### src/instrument_status_reporting_core_macros.svh
// Assertion helpers shared by the status reporting core.
`ifndef INSTRUMENT_STATUS_REPORTING_CORE_MACROS_SVH
`define INSTRUMENT_STATUS_REPORTING_CORE_MACROS_SVH

// Same-cycle implication, disabled during reset.
`define ISR_ASSERT_NOW(label, clk, rstn, ante, cons, msg) \
    label: assert property (@(posedge clk) disable iff (!(rstn)) (ante) |-> (cons)) \
        else $error(msg);

// Next-cycle implication, disabled during reset.
`define ISR_ASSERT_NEXT(label, clk, rstn, ante, cons, msg) \
    label: assert property (@(posedge clk) disable iff (!(rstn)) (ante) |=> (cons)) \
        else $error(msg);

`endif

### src/isr_pkg.sv
package isr_pkg;

    localparam int unsigned GROUP_W = 16;
    localparam int unsigned BYTE_W  = 8;

    // Command codes carried on s_tuser
    typedef enum logic [3:0] {
        OP_OPER_SET   = 4'd0,
        OP_OPER_CLEAR = 4'd1,
        OP_OPER_READ  = 4'd2,
        OP_QUES_SET   = 4'd3,
        OP_QUES_CLEAR = 4'd4,
        OP_QUES_READ  = 4'd5,
        OP_SESR_SET   = 4'd6,
        OP_SESR_READ  = 4'd7,
        OP_STB_READ   = 4'd8
    } op_t;

    // Configuration register indexes
    typedef enum logic [2:0] {
        REG_OPER_ENABLE     = 3'd0,
        REG_OPER_POS_FILTER = 3'd1,
        REG_OPER_NEG_FILTER = 3'd2,
        REG_QUES_ENABLE     = 3'd3,
        REG_QUES_POS_FILTER = 3'd4,
        REG_QUES_NEG_FILTER = 3'd5,
        REG_SESR_ENABLE     = 3'd6,
        REG_SRQ_ENABLE      = 3'd7
    } reg_idx_t;

    // Status byte bit positions
    localparam int unsigned STB_EAV_BIT  = 2;
    localparam int unsigned STB_QUES_BIT = 3;
    localparam int unsigned STB_ESB_BIT  = 5;
    localparam int unsigned STB_RQS_BIT  = 6;
    localparam int unsigned STB_OPER_BIT = 7;

    typedef struct packed {
        logic [GROUP_W-1:0] oper_enable;
        logic [GROUP_W-1:0] oper_pos_filter;
        logic [GROUP_W-1:0] oper_neg_filter;
        logic [GROUP_W-1:0] ques_enable;
        logic [GROUP_W-1:0] ques_pos_filter;
        logic [GROUP_W-1:0] ques_neg_filter;
        logic [BYTE_W-1:0]  sesr_enable;
        logic [BYTE_W-1:0]  srq_enable;
    } cfg_t;

endpackage

### src/isr_cfg.sv
module isr_cfg (
    input  logic                       aclk,
    input  logic                       aresetn,
    input  logic                       wr_en,
    input  logic [2:0]                 wr_index,
    input  logic [isr_pkg::GROUP_W-1:0] wr_data,
    output isr_pkg::cfg_t              cfg
);

    isr_pkg::cfg_t cfg_reg;
    isr_pkg::cfg_t cfg_next;

    always_comb begin
        cfg_next = cfg_reg;
        if (wr_en) begin
            case (isr_pkg::reg_idx_t'(wr_index))
                isr_pkg::REG_OPER_ENABLE:     cfg_next.oper_enable     = wr_data;
                isr_pkg::REG_OPER_POS_FILTER: cfg_next.oper_pos_filter = wr_data;
                isr_pkg::REG_OPER_NEG_FILTER: cfg_next.oper_neg_filter = wr_data;
                isr_pkg::REG_QUES_ENABLE:     cfg_next.ques_enable     = wr_data;
                isr_pkg::REG_QUES_POS_FILTER: cfg_next.ques_pos_filter = wr_data;
                isr_pkg::REG_QUES_NEG_FILTER: cfg_next.ques_neg_filter = wr_data;
                isr_pkg::REG_SESR_ENABLE:
                    cfg_next.sesr_enable = wr_data[isr_pkg::BYTE_W-1:0];
                isr_pkg::REG_SRQ_ENABLE:
                    cfg_next.srq_enable = wr_data[isr_pkg::BYTE_W-1:0];
                default: cfg_next = cfg_reg;
            endcase
        end
    end

    always_ff @(posedge aclk) begin
        if (!aresetn) begin
            cfg_reg <= '0;
        end else begin
            cfg_reg <= cfg_next;
        end
    end

    assign cfg = cfg_reg;

endmodule

### src/isr_status.sv
`include "instrument_status_reporting_core_macros.svh"

module isr_status (
    input  logic                        aclk,
    input  logic                        aresetn,
    input  logic                        fire,
    input  isr_pkg::op_t                op,
    input  logic [isr_pkg::GROUP_W-1:0] bits,
    input  logic                        err_queue_nonempty,
    input  isr_pkg::cfg_t               cfg,
    output logic [isr_pkg::GROUP_W-1:0] read_data
);

    logic [isr_pkg::GROUP_W-1:0] oper_condition_reg, oper_condition_next;
    logic [isr_pkg::GROUP_W-1:0] oper_event_reg, oper_event_next;
    logic [isr_pkg::GROUP_W-1:0] ques_condition_reg, ques_condition_next;
    logic [isr_pkg::GROUP_W-1:0] ques_event_reg, ques_event_next;
    logic [isr_pkg::BYTE_W-1:0]  std_event_reg, std_event_next;
    logic [isr_pkg::BYTE_W-1:0]  summary;
    logic [isr_pkg::BYTE_W-1:0]  masked_summary;

    // Summary byte, then the SRQ-masked byte with the request bit added
    always_comb begin
        summary = '0;
        summary[isr_pkg::STB_OPER_BIT] = |(oper_event_reg & cfg.oper_enable);
        summary[isr_pkg::STB_QUES_BIT] = |(ques_event_reg & cfg.ques_enable);
        summary[isr_pkg::STB_ESB_BIT]  = |(std_event_reg & cfg.sesr_enable);
        summary[isr_pkg::STB_EAV_BIT]  = err_queue_nonempty;
        masked_summary = summary & cfg.srq_enable;
        masked_summary[isr_pkg::STB_RQS_BIT] = |masked_summary;
    end

    always_comb begin
        oper_condition_next = oper_condition_reg;
        oper_event_next     = oper_event_reg;
        ques_condition_next = ques_condition_reg;
        ques_event_next     = ques_event_reg;
        std_event_next      = std_event_reg;
        read_data           = '0;
        case (op)
            isr_pkg::OP_OPER_SET: begin
                oper_condition_next = oper_condition_reg | bits;
                oper_event_next = oper_event_reg
                    | (bits & ~oper_condition_reg & cfg.oper_pos_filter);
            end
            isr_pkg::OP_OPER_CLEAR: begin
                oper_condition_next = oper_condition_reg & ~bits;
                oper_event_next = oper_event_reg
                    | (bits & oper_condition_reg & cfg.oper_neg_filter);
            end
            isr_pkg::OP_OPER_READ: begin
                read_data       = oper_event_reg & cfg.oper_enable;
                oper_event_next = '0;
            end
            isr_pkg::OP_QUES_SET: begin
                ques_condition_next = ques_condition_reg | bits;
                ques_event_next = ques_event_reg
                    | (bits & ~ques_condition_reg & cfg.ques_pos_filter);
            end
            isr_pkg::OP_QUES_CLEAR: begin
                ques_condition_next = ques_condition_reg & ~bits;
                ques_event_next = ques_event_reg
                    | (bits & ques_condition_reg & cfg.ques_neg_filter);
            end
            isr_pkg::OP_QUES_READ: begin
                read_data       = ques_event_reg & cfg.ques_enable;
                ques_event_next = '0;
            end
            isr_pkg::OP_SESR_SET: begin
                std_event_next = std_event_reg | bits[isr_pkg::BYTE_W-1:0];
            end
            isr_pkg::OP_SESR_READ: begin
                read_data      = {{(isr_pkg::GROUP_W-isr_pkg::BYTE_W){1'b0}},
                                  std_event_reg & cfg.sesr_enable};
                std_event_next = '0;
            end
            isr_pkg::OP_STB_READ: begin
                read_data = {{(isr_pkg::GROUP_W-isr_pkg::BYTE_W){1'b0}}, masked_summary};
            end
            default: read_data = '0;
        endcase
    end

    always_ff @(posedge aclk) begin
        if (!aresetn) begin
            oper_condition_reg <= '0;
            oper_event_reg     <= '0;
            ques_condition_reg <= '0;
            ques_event_reg     <= '0;
            std_event_reg      <= '0;
        end else if (fire) begin
            oper_condition_reg <= oper_condition_next;
            oper_event_reg     <= oper_event_next;
            ques_condition_reg <= ques_condition_next;
            ques_event_reg     <= ques_event_next;
            std_event_reg      <= std_event_next;
        end
    end

    `ISR_ASSERT_NEXT(a_oper_read_clears, aclk, aresetn, fire && op == isr_pkg::OP_OPER_READ, oper_event_reg == '0, "oper event read did not clear")
    `ISR_ASSERT_NEXT(a_sesr_read_clears, aclk, aresetn, fire && op == isr_pkg::OP_SESR_READ, std_event_reg == '0, "sesr read did not clear")
    `ISR_ASSERT_NEXT(a_idle_holds_cond, aclk, aresetn, !fire, $stable(oper_condition_reg) && $stable(ques_condition_reg), "condition moved without a command")

endmodule

### src/instrument_status_reporting_core.sv
//  Channel   Dir  Handshake            Payload
//  s_        in   s_tvalid/s_tready    s_tuser = op, s_tdata = bits, error_queue_nonempty
//  m_        out  m_tvalid/m_tready    m_tdata = read_data
//  cfg_      in   cfg_valid/cfg_ready  cfg_index, cfg_data
//
//  One word in, one word out; sustained rate is one word per cycle while m_tready stays high.
//  Each word passes through the input register, then the status update and result register.
//  The status registers advance only when the held word moves into the result register.
//  s_tready drops only when both the input and result registers are full and m_tready is low.
//  aresetn is synchronous, active low; it clears all status and config registers.
//  cfg_ready is always high; a write takes effect in the cycle after it is accepted.
`include "instrument_status_reporting_core_macros.svh"

module instrument_status_reporting_core (
    input  logic                        aclk,
    input  logic                        aresetn,

    input  logic                        s_tvalid,
    output logic                        s_tready,
    input  logic [23:0]                 s_tdata,   // [15:0] bits, [16] error_queue_nonempty, rest zero
    input  logic [3:0]                  s_tuser,   // [3:0] op

    output logic                        m_tvalid,
    input  logic                        m_tready,
    output logic [isr_pkg::GROUP_W-1:0] m_tdata,   // [15:0] read_data

    input  logic                        cfg_valid,
    output logic                        cfg_ready,
    input  logic [2:0]                  cfg_index,
    input  logic [isr_pkg::GROUP_W-1:0] cfg_data
);

    // Input word register
    logic                        in_vld_reg;
    isr_pkg::op_t                in_op_reg;
    logic [isr_pkg::GROUP_W-1:0] in_bits_reg;
    logic                        in_eq_reg;

    // Result register
    logic                        out_vld_reg;
    logic [isr_pkg::GROUP_W-1:0] out_data_reg;

    logic                        out_free;
    logic                        advance;
    logic                        s_fire;
    logic [isr_pkg::GROUP_W-1:0] read_data;
    isr_pkg::cfg_t               cfg;

    assign out_free = !out_vld_reg || m_tready;
    assign advance  = in_vld_reg && out_free;
    assign s_tready = !in_vld_reg || out_free;
    assign s_fire   = s_tvalid && s_tready;
    assign cfg_ready = 1'b1;

    isr_cfg u_cfg (
        .aclk     (aclk),
        .aresetn  (aresetn),
        .wr_en    (cfg_valid && cfg_ready),
        .wr_index (cfg_index),
        .wr_data  (cfg_data),
        .cfg      (cfg)
    );

    isr_status u_status (
        .aclk               (aclk),
        .aresetn            (aresetn),
        .fire               (advance),
        .op                 (in_op_reg),
        .bits               (in_bits_reg),
        .err_queue_nonempty (in_eq_reg),
        .cfg                (cfg),
        .read_data          (read_data)
    );

    // Valid flags
    always_ff @(posedge aclk) begin
        if (!aresetn) begin
            in_vld_reg  <= 1'b0;
            out_vld_reg <= 1'b0;
        end else begin
            if (s_fire) begin
                in_vld_reg <= 1'b1;
            end else if (advance) begin
                in_vld_reg <= 1'b0;
            end
            if (advance) begin
                out_vld_reg <= 1'b1;
            end else if (m_tready) begin
                out_vld_reg <= 1'b0;
            end
        end
    end

    // Payload, no reset needed
    always_ff @(posedge aclk) begin
        if (s_fire) begin
            in_op_reg   <= isr_pkg::op_t'(s_tuser);
            in_bits_reg <= s_tdata[isr_pkg::GROUP_W-1:0];
            in_eq_reg   <= s_tdata[isr_pkg::GROUP_W];
        end
        if (advance) begin
            out_data_reg <= read_data;
        end
    end

    assign m_tvalid = out_vld_reg;
    assign m_tdata  = out_data_reg;

    `ISR_ASSERT_NOW(a_empty_ready, aclk, aresetn, !in_vld_reg, s_tready, "empty input register not ready")
    `ISR_ASSERT_NEXT(a_held_word_kept, aclk, aresetn, in_vld_reg && !out_free, in_vld_reg, "held word dropped")
    `ISR_ASSERT_NEXT(a_advance_shows, aclk, aresetn, advance, m_tvalid, "result not presented")

endmodule
### config.mk
export PLATFORM = sky130hd
export DESIGN_NAME = instrument_status_reporting_core
export DESIGN_NICKNAME = d
export VERILOG_FILES = /design/src/isr_pkg.sv /design/src/isr_cfg.sv /design/src/isr_status.sv /design/src/instrument_status_reporting_core.sv
export VERILOG_INCLUDE_DIRS = /design/src /design/src/src
export SDC_FILE = /design/constraint.sdc
export NUM_CORES = 1
export LEC_CHECK = 0
export BUFFER_PORTS_ARGS = -buffer_cell sky130_fd_sc_hd__buf_2
export CAP_MARGIN = 20
export CORE_MARGIN = 1.5
export CORE_UTILIZATION = 59
export DETAILED_ROUTE_END_ITERATION = 6
export PLACE_DENSITY = 0.75
export SKIP_CTS_REPAIR_TIMING = 1
export SLEW_MARGIN = 30
export SYNTH_ARGS = -nofsm -noshare
export SYNTH_HDL_FRONTEND = slang
export SYNTH_SLANG_ARGS = --single-unit
### constraint.sdc
create_clock -name aclk -period 5.5 [get_ports aclk]
set_input_delay 0.825 -clock aclk [delete_from_list [all_inputs] [get_ports aclk]]
set_output_delay 0.825 -clock aclk [all_outputs]
set_load 0.005 [all_outputs]
==> qor.yml <==
worst_setup_path:
  required_ns: 5.84
  critical_path_class: "reg -> reg"
  crit_fanout: 16
  arrival_ns: 3.04
  crit_path_max_incr_delay_ns: 0.85
  worst-path-stages: 3
  path_cells: "or4b_1 -> o21ai_2 -> nor2_1"
  reg2reg_depth: 3
  critPathLaunchType: "flop"
  slowest_stage: "o21ai_2"
  crit_buf_inv: 0
  path_delay_family: "simple AND/OR/NAND/NOR gates"
  cp-end-kind: "flop"
final_layout:
  finalCoreUtilization_pct: 69.59
  area_growth_syn_to_layout_pct: 14.13
  diodes: 0
  layout.nets: 1064
  seqCellArea_mm2: 0.004755
  multiInputGateArea_mm2: 0.003565
  nFillCells: 1164
  drive_above_1_share_pct: 12.27
clocking:
  insertion_delay_ns: 0.50
  cts_sinks: 219
  cts_made_buffers: 23
  htreeDepth: 1
  cts_tree: "yes"
  clock-root-buffer: "clkbuf_16"
  clkSlewWorstSetupHoldPaths_ns: 0.06
  clk_path_buf_depth: 3
synth:
  synth_common_cells: "251 x nand2_1, 182 x dfxtp_1, 145 x a21oi_1, 57 x nor2_1, 45 x clkbuf_1"
  ys.warnings.count: 0
  synthTopCellsByArea: "dfxtp_1 43%, edfxtp_1 13%, nand2_1 11%"
  synth_top_cell_by_area: "dfxtp_1"
  synthesis.instances: 977
  ys.flop_type: "dfxtp_1"
  synth_most_common_cell: "nand2_1"
  synth-seq-cells: 219
  async_flop_share_pct: 0
  syn_area_mm2: 0.008529
  seq_area_frac_synth_pct: 55.74
  syn_avg_cell_area_um2: 8.730
  synth.distinct_cells: 48
  synth_edf_count: 37
  synth_top_area_share_pct: 42.72
  synth_nets: 1029
floorplanning:
  dieArea_mm2: 0.01519
  num_io_pins: 71
  initial_core_util_pct: 60.97
  rows: 43
  die_w_um: 123.2
  design.core.area_mm2: 0.01399
  die_h_um: 123.2
global_route:
  grt_use_total_pct: 31.07
  grt_pass1_vias: 6847
  overflow: 0
  grt_pass1_wl_mm: 36.04
  antenna_found_initial: 0
  grt_max_degree: 107
detailed_routing:
  dr.pass1.iters: 5
  wl_per_cell_um: 19.04
  postRouteAntennaNets: 0
  drt-initial-drc-count: 817
  drt-total-wl_mm: 22.99
  vias_per_cell: 6.100
  drc: 0
  vias: 7363
sta:
  tightest_slew_ns: 1.024
  finalClockSkew_ns: 0.01361
  relSlewSlack_pct: 31.66
  setup_tns_ns: 0
  finalHoldViolCount: 0
  max_freq_ghz: 0.3696
  setup_violations: 0
  fin_crit_sh_pct: 49.19
  layout_setup_ws_ns: 2.795
  drv_slew: 0
  fin_crit_ns: 2.705
  rsz0062_at_grt: "no"
outcome:
  status: "finished clean"
power:
  pwr-share-comb_pct: 4.6
  p_int_mw: 2.698
  p_seq_share_pct: 49.4
  vdd_ir_drop_max_uv: 255.3
  switchingPower_mw: 0.7472
  power.density_mw_per_mm2: 354.0
  p_clk_share_pct: 46.1
  p_sw_share_pct: 21.69
  p_leak_nw: 3.278
job:
  drv_cap: 0
placed_design:
  dp_hpwl_mm: 14.55
  portBuffers: 62
  place.gp.congestion: 0.9094
  dp_slack_ns: 2.774
worst_hold_path:
  holdCritPathClass: "reg -> reg"
  worstHoldPathCells: 2
==> logic make-up after synthesis <==
logic type	count (synthesis)	share of synthesized area [%]
compound gates	273	19.20
buf+inv	65	3.198
flops	219	55.74
mux	4	0.4694
other cells	1	0.04397
simple gates	415	21.34
==> through the flow <==
step	hold slack, ns	area (µm²)	power, mW	std cells
global route	0.4672	9734	3.543	1207
CTS	0.4547	9728	3.463	1207
finish	0.4543	9734	3.446	1207
global placement	0.4413	8929	1.883	1167
detailed placement	0.4467	8944	1.887	1167
floorplan	0.4364	8529	1.813	977
==> layout make-up <==
| class | count | area share [%] |
|---|---|---|
| Tap cell | 180 | 2.314 |
| Sequential cell | 219 | 48.84 |
| Inverter | 2 | 0.1285 |
| Clock buffer | 33 | 6.928 |
| Clock inverter | 7 | 1.131 |
| Timing Repair Buffer | 73 | 4.036 |
| Multi-Input combinational cell | 693 | 36.62 |
==> routing by layer <==
metal / track usage, % / wire length, µm / up-vias / share of wire [%]
li1: - / - / 3516 / -
met1: 44.68 / 9984 / 3452 / 43
met2: 48.78 / 10230 / 345 / 45
met3: 5.074 / 2200 / 50 / 9.6
met4: 8.549 / 569 / 0 / 2.5
met5: 0 / 0 / - / 0
==> cells in the final DEF (no fill, tap or decap), types with 2 or more instances in the layout <==
| master | n |
|---|---|
| a21oi_1 | 145 |
| o211ai_1 | 2 |
| a311o_2 | 2 |
| o21ai_1 | 6 |
| nand3_1 | 39 |
| buf_2 | 62 |
| nor4b_2 | 2 |
| clkbuf_8 | 4 |
| dfxtp_1 | 182 |
| clkinv_2 | 4 |
| a311oi_1 | 32 |
| o21ai_0 | 29 |
| o22ai_1 | 11 |
| nand2_1 | 251 |
| bufinv_16 | 3 |
| edfxtp_1 | 37 |
| o221ai_1 | 2 |
| nor3_4 | 2 |
| nor2_1 | 55 |
| a31oi_1 | 34 |
| clkbuf_1 | 5 |
| clkbuf_16 | 24 |
| nor2_2 | 2 |
| buf_4 | 11 |
| nand4_1 | 8 |
| nand2b_1 | 37 |
| mux2i_1 | 4 |
| nor2b_1 | 4 |
==> power groups by stage <==
| stage | Combinational (mW) | Clock, mW | Sequential, mW |
|---|---|---|---|
| 6_report | 0.157 | 1.59 | 1.70 |
| 5_1_grt | 0.170 | 1.67 | 1.70 |
| 4_1_cts | 0.154 | 1.61 | 1.70 |
| 3_5_place_dp | 0.154 | 0 | 1.73 |
| 3_3_place_gp | 0.150 | 0 | 1.73 |
| 2_1_floorplan | 0.0942 | 0 | 1.72 |
==> worst register-to-register path: stages (launching register included) <==
cell	delay, ns
edfxtp_1	0.76
or4b_1	0.79
o21ai_2	0.85
nor2_1	0.15
==> worst paths after layout <==
| kind | to | slack [ns] | from |
|---|---|---|---|
| setup / recovery | u_status.oper_event_reg[14]$_SDFFE_PN0P_ | 2.79 | in_op_reg[1]$_DFFE_PP_ |
| hold / removal | u_cfg.cfg[52]$_SDFFE_PN0P_ | 0.45 | u_cfg.cfg[52]$_SDFFE_PN0P_ |
| setup reg to reg | u_status.oper_event_reg[14]$_SDFFE_PN0P_ | 2.79 | in_op_reg[1]$_DFFE_PP_ |
| hold reg to reg | u_cfg.cfg[52]$_SDFFE_PN0P_ | 0.45 | u_cfg.cfg[52]$_SDFFE_PN0P_ |
Note: power is estimated with default switching activity, not from simulation.
